===== src/ssc_pkg.sv =====
// Shared types and constants of the shadow stack monitor.
// No dependencies; ssc_stack, ssc_jop, the top level and the testbench import this package.
`timescale 1ns / 1ps

package ssc_pkg;

  localparam int unsigned STACK_DEPTH = 2048;
  localparam int unsigned STACK_AW    = $clog2(STACK_DEPTH);
  localparam int unsigned CNT_W       = $clog2(STACK_DEPTH + 1);
  localparam int unsigned ADDR_W      = 64;
  localparam int unsigned LEVEL_W     = 12;
  localparam int unsigned RUN_W       = 16;
  localparam int unsigned LEN_W       = 8;
  localparam int unsigned TOTAL_W     = 32;

  localparam logic [RUN_W-1:0] RUN_LIMIT_RST  = RUN_W'(600);
  localparam logic [LEN_W-1:0] GADGET_MAX_RST = LEN_W'(8);
  localparam logic [LEN_W-1:0] CHAIN_MIN_RST  = LEN_W'(24);

  // register indexes on the configuration port (byte address / 4)
  localparam logic [1:0] REG_RUN_LIMIT  = 2'd0;
  localparam logic [1:0] REG_GADGET_MAX = 2'd1;
  localparam logic [1:0] REG_CHAIN_MIN  = 2'd2;

  typedef enum logic [1:0] {
    OP_OTHER = 2'd0,
    OP_CALL  = 2'd1,
    OP_RET   = 2'd2,
    OP_JUMP  = 2'd3
  } op_e;

  typedef struct packed {
    logic             ret_valid;
    logic             ret_violation;
    logic             run_exceeded;
    logic             push_overflow;
    logic [CNT_W-1:0] level;
  } stk_res_t;

  typedef struct packed {
    logic               alert;
    logic [TOTAL_W-1:0] total;
  } jop_res_t;

endpackage


===== src/ssc_jop.sv =====
// Jump-oriented chain tracker: gadget length count, short-jump run, alert total.
// Depends on ssc_pkg.
`timescale 1ns / 1ps

module ssc_jop (
  input  logic                      clk_i,
  input  logic                      rst_ni,
  input  logic                      start_i,
  input  ssc_pkg::op_e              op_i,
  input  logic [ssc_pkg::LEN_W-1:0] gadget_max_i,
  input  logic [ssc_pkg::LEN_W-1:0] chain_min_i,
  output ssc_pkg::jop_res_t         res_o
);

  import ssc_pkg::*;

  logic [LEN_W-1:0]   instr_q, instr_d;
  logic [LEN_W-1:0]   chain_q, chain_d;
  logic               alert_q, alert_d;
  logic [TOTAL_W-1:0] total_q, total_d;

  logic [LEN_W-1:0] instr_inc;
  logic [LEN_W-1:0] chain_grow;

  assign instr_inc = (instr_q != '1) ? instr_q + LEN_W'(1) : instr_q;

  always_comb begin
    instr_d    = instr_q;
    chain_d    = chain_q;
    alert_d    = alert_q;
    total_d    = total_q;
    chain_grow = '0;
    if (start_i) begin
      alert_d = 1'b0;
      if (op_i == OP_JUMP) begin
        instr_d = '0;
        if (instr_inc <= gadget_max_i) begin
          chain_grow = (chain_q != '1) ? chain_q + LEN_W'(1) : chain_q;
        end
        chain_d = chain_grow;
        // restart the chain after each alert
        if (chain_grow >= chain_min_i) begin
          alert_d = 1'b1;
          chain_d = '0;
          if (total_q != '1) begin
            total_d = total_q + TOTAL_W'(1);
          end
        end
      end else begin
        instr_d = instr_inc;
      end
    end
  end

  always_ff @(posedge clk_i or negedge rst_ni) begin
    if (!rst_ni) begin
      instr_q <= '0;
      chain_q <= '0;
      alert_q <= 1'b0;
      total_q <= '0;
    end else begin
      instr_q <= instr_d;
      chain_q <= chain_d;
      alert_q <= alert_d;
      total_q <= total_d;
    end
  end

  assign res_o.alert = alert_q;
  assign res_o.total = total_q;

endmodule


===== config.mk =====
export PLATFORM = sky130hd
export DESIGN_NAME = ssc_jop
export DESIGN_NICKNAME = d
export VERILOG_FILES = /design/src/ssc_pkg.sv /design/src/ssc_jop.sv
export SDC_FILE = /design/constraint.sdc
export NUM_CORES = 1
export LEC_CHECK = 0
export BUFFER_PORTS_ARGS = -buffer_cell sky130_fd_sc_hd__buf_2
export CAP_MARGIN = 30
export CORE_UTILIZATION = 61
export DETAILED_ROUTE_END_ITERATION = 8
export PLACE_DENSITY = 0.89
export SLEW_MARGIN = 20
export SYNTH_ARGS = -nofsm -noshare
export SYNTH_HDL_FRONTEND = slang
export SYNTH_SLANG_ARGS = --single-unit

===== constraint.sdc =====
create_clock -name clk_i -period 10 [get_ports clk_i]
set_clock_uncertainty 0.15 [all_clocks]
set_input_delay 0.5 -clock clk_i [delete_from_list [all_inputs] [get_ports clk_i]]
set_output_delay 0.5 -clock clk_i [all_outputs]
set_load 0.02 [all_outputs]

==> results.json <==
{
  "finish.net_count": 432,
  "wl_um": 6744,
  "numCtsBuffers": 5,
  "tritoncts": "built",
  "grt_max_degree": 28,
  "gr-usage-met3": 0.05663,
  "top_area_cells_in_the_synthesized_netlist": "sky130_fd_sc_hd__dfrtp_1 40%, sky130_fd_sc_hd__ha_1 7.7%, sky130_fd_sc_hd__xnor2_1 7.4%",
  "totalNegativeSetupSlack_ns": 0,
  "netlist-cell-type-count": 48,
  "async_flop_share": 1.000,
  "minimum_period_implied_by_the_final_worst_setup_slack_ns": 4.778,
  "worstSetupPathType": "reg -> reg",
  "slew_headroom": 0.6477,
  "holdBufCountCts": 0,
  "timing.critical_path.fanout_max": 22,
  "number_of_nets_with_antenna_violations_after_detailed_routing": 0,
  "first_global_vias": 2549,
  "clock_sink_count": 49,
  "drtPass1Iterations": 5,
  "first_pass_grt_wire_length_um": 11180,
  "globalRouteTotalUtil": 0.2728,
  "cellLeakagePower_nw": 1.731,
  "setup_repair_after_global_routing_missed_its_margin": "no",
  "sequential_cell_area_fraction_in_the_yosys_report": 0.3990,
  "timing.critical_path.arrival_ns": 4.83,
  "synth_top_area_frac": 0.3990,
  "cts-htree-levels": 2,
  "switchingPower_w": 0.0002684,
  "timing.critical_path.slowest_stage_cell": "sky130_fd_sc_hd__or4_1",
  "cp.depth": 19,
  "outcome": "complete, no violations",
  "ys_ff_latch": 49,
  "synthDominantAreaCellType": "sky130_fd_sc_hd__dfrtp_1",
  "timing.final.ws_setup_ns": 5.222,
  "die-area_sq_um": 5325,
  "clock_latency_ns": 0.30,
  "post-route-util": 0.7305,
  "detail_route.wl_per_cell_um": 14.66,
  "grt_use_met2": 0.4725,
  "setup-violations-final": 0,
  "clk_transition_reported_paths_ns": 0.10,
  "proportion_of_synthesized_area_in_mux_cells": 0.006922,
  "hold_path_class": "in -> async",
  "synthesis.area_per_instance_sq_um": 9.038,
  "tightest_slew_ns": 0.5284,
  "area_delta_synth_final_pct": 13.76,
  "critical_path.startpoint_type": "flip-flop",
  "period_share": 0.4778,
  "worst_setup_path_end_kind": "flip-flop",
  "synthesis.instances": 340,
  "number_of_buffers_and_inverters_on_the_critical_path": 1,
  "critical_path.cell_chain": "ha_1 > nand3_1 > nor2_1 > nor2_1 > nand3_1 > xnor2_1 > ha_1 > nand4_1 > a21oi_1 > o22a_1 > nor3_1 > ha_1 > or4_1 > a21oi_1 > o31a_2 > a41oi_1 > buf_4 > nand2_1 > mux2_2",
  "slew_limit_fails": 0,
  "reg2reg_from": "instr_q[0]$_DFFE_PN0P_",
  "n_antenna_cell": 0,
  "r2r_setup_slack_ns": 5.22,
  "num_io_pins": 54,
  "slowest_delay_ns": 0.53,
  "floorplan.initialDensity": 0.6421,
  "num_vias": 2735,
  "post_synth_simple_gate_area": 0.2736,
  "synth_adder_area_share": 0.07736,
  "drv_cap": 0,
  "place.port_buffers": 53,
  "synthXorXnorAreaFrac": 0.09976,
  "power_frac_comb": 0.418,
  "grt_util_met1": 0.3414,
  "final_hold_viol_count": 0,
  "number_of_antenna_violations_at_the_first_check_in_global_routing": 0,
  "synth_compound_area_frac": 0.1071,
  "die_w_um": 72.98,
  "power_frac_clock": 0.180,
  "cts_root_buf": "sky130_fd_sc_hd__clkbuf_8",
  "worst-endpoint-required_ns": 10.05,
  "power-per-cell-area_nw_per_um2": 186.0,
  "ys_dominant_reg_cell": "sky130_fd_sc_hd__dfrtp_1",
  "mappedNetlistNets": 380,
  "post_cts_setup_buffers": 0,
  "synth_enable_flop_cells": 0,
  "grt_overflow": 0,
  "post_cts_sizing_count": 0,
  "globalplace.congestion": 0.8783,
  "netSwitchingFraction": 0.4128,
  "dieHeight_um": 72.98,
  "reg2reg_depth": 19,
  "maxClockFrequency_ghz": 0.2093,
  "library_cell_appearing_most_often_on_the_critical_path": "sky130_fd_sc_hd__ha_1",
  "drive_above_1_share": 0.2061,
  "internal_power_w": 0.0003818,
  "route.detailed.vias_per_inst": 5.946,
  "worstSetupStartpoint": "instr_q[0]$_DFFE_PN0P_",
  "route.detailed.drc": 0,
  "power.ir.vdd_worst_v": 0.0001982,
  "core_area_sq_um": 4786,
  "hpwl_um": 5073,
  "synth_top_family_by_area": "simple AND/OR/NAND/NOR gates",
  "cp_top_family": "simple AND/OR/NAND/NOR gates",
  "ctsLongestPathBuffers": 2,
  "synth.cell_area_sq_um": 3073,
  "num-fill-cells": 357,
  "yosys_warnings": 0,
  "dr.first_iter.drc_count": 238,
  "pre_cts_slack_ns": 5.297,
  "power.share.sequential": 0.402,
  "std_cell_rows": 25,
  "grt_most_used_layer": "met2"
}
-- layer usage --
metal | wire, um | share of wire
met3 | 383 | 0.057
met5 | 0 | 0
met4 | 105 | 0.016
met1 | 2898 | 0.43
met2 | 3357 | 0.50
-- placed cells by master, fill, tap and decap left out, types with 2 or more instances in the layout --
master                      n
sky130_fd_sc_hd__nor4_1     2
sky130_fd_sc_hd__a21o_1     3
sky130_fd_sc_hd__o21a_1     2
sky130_fd_sc_hd__xor2_1     9
sky130_fd_sc_hd__a211oi_1   2
sky130_fd_sc_hd__nand3_1   28
sky130_fd_sc_hd__or2_2      3
sky130_fd_sc_hd__nand2_1   38
sky130_fd_sc_hd__and4_1     2
sky130_fd_sc_hd__nor2b_1    7
sky130_fd_sc_hd__dfrtp_1   49
sky130_fd_sc_hd__nand4_1   16
sky130_fd_sc_hd__a22o_1     3
sky130_fd_sc_hd__clkbuf_8   5
sky130_fd_sc_hd__o21ai_0    5
sky130_fd_sc_hd__ha_1      19
sky130_fd_sc_hd__nor2_1    20
sky130_fd_sc_hd__and2_1     3
sky130_fd_sc_hd__o31ai_1    5
sky130_fd_sc_hd__nand2b_1   3
sky130_fd_sc_hd__nor2_2     3
sky130_fd_sc_hd__and3_1    13
sky130_fd_sc_hd__buf_2     53
sky130_fd_sc_hd__nor3_1    10
sky130_fd_sc_hd__a31o_2     4
sky130_fd_sc_hd__inv_1     18
sky130_fd_sc_hd__a21oi_1   15
sky130_fd_sc_hd__xnor2_1   26
sky130_fd_sc_hd__or3_1      4
-- power by group through the flow --
stage	Clock (W)	Sequential, W	Combinational, W
after floorplan	0	0.000263	0.000196
after global placement	0	0.000261	0.000254
after detailed placement	0	0.000263	0.000267
after CTS	0.000120	0.000260	0.000269
after global routing	0.000128	0.000265	0.000301
final	0.000117	0.000261	0.000272
-- through the flow --
step                      hold slack, ns  total power (W)  area, sq um  cells
final                            0.01002        0.0006502         3496    460
after global routing             0.03577        0.0006939         3496    460
after CTS                        0.02158        0.0006490         3496    460
after detailed placement          0.3340        0.0005307         3406    452
after global placement            0.3370        0.0005159         3386    451
after floorplan                  0.05441        0.0004590         3073    340
-- cell families after synthesis --
kind of cell / Yosys count
simple gates: 159
buf+inv: 28
flops: 49
fa+ha+maj: 19
compound gates: 48
xor+xnor: 35
mux: 2
-- final cells by class --
type / instances / area, sq um / area share
Multi-Input combinational cell: 263 / 1735 / 0.4964
Tap cell: 67 / 83.83 / 0.02398
Sequential cell: 49 / 1226 / 0.3508
Clock inverter: 3 / 21.27 / 0.006084
Inverter: 18 / 67.56 / 0.01933
Timing Repair Buffer: 55 / 292.8 / 0.08375
Clock buffer: 5 / 68.82 / 0.01969
-- path summary, 6_finish.rpt --
check | end
max | total_q[1]$_DFFE_PN0P_
min | instr_q[3]$_DFFE_PN0P_
max reg2reg | total_q[1]$_DFFE_PN0P_
min reg2reg | total_q[31]$_DFFE_PN0P_
max in group asynchronous | total_q[8]$_DFFE_PN0P_
min in group clk_i | total_q[31]$_DFFE_PN0P_
-- sequential cells by signal (all words and copies together), names as in the netlist --
signal	flops
alert_q	1
chain_q	8
instr_q	8
total_q	32
-- synthesized netlist by cell type, types with 2 or more instances --
| master | count |
|---|---|
| sky130_fd_sc_hd__and3_1 | 13 |
| sky130_fd_sc_hd__a21o_1 | 3 |
| sky130_fd_sc_hd__xnor2_1 | 26 |
| sky130_fd_sc_hd__nand2b_1 | 3 |
| sky130_fd_sc_hd__nor4_1 | 2 |
| sky130_fd_sc_hd__nor3_1 | 10 |
| sky130_fd_sc_hd__inv_1 | 18 |
| sky130_fd_sc_hd__xor2_1 | 9 |
| sky130_fd_sc_hd__o21ai_0 | 5 |
| sky130_fd_sc_hd__a211oi_1 | 2 |
| sky130_fd_sc_hd__nand4_1 | 16 |
| sky130_fd_sc_hd__and2_1 | 3 |
| sky130_fd_sc_hd__a22o_1 | 3 |
| sky130_fd_sc_hd__clkbuf_1 | 7 |
| sky130_fd_sc_hd__or2_2 | 3 |
| sky130_fd_sc_hd__nand2_1 | 38 |
| sky130_fd_sc_hd__dfrtp_1 | 49 |
| sky130_fd_sc_hd__nand3_1 | 28 |
| sky130_fd_sc_hd__and4_1 | 2 |
| sky130_fd_sc_hd__a31o_2 | 4 |
| sky130_fd_sc_hd__buf_2 | 2 |
| sky130_fd_sc_hd__nor2_1 | 20 |
| sky130_fd_sc_hd__or3_1 | 4 |
| sky130_fd_sc_hd__o31ai_1 | 5 |
| sky130_fd_sc_hd__o21a_1 | 2 |
| sky130_fd_sc_hd__nor2_2 | 3 |
| sky130_fd_sc_hd__ha_1 | 19 |
| sky130_fd_sc_hd__a21oi_1 | 15 |
| sky130_fd_sc_hd__nor2b_1 | 7 |
Note: power is estimated with default switching activity, not from simulation.
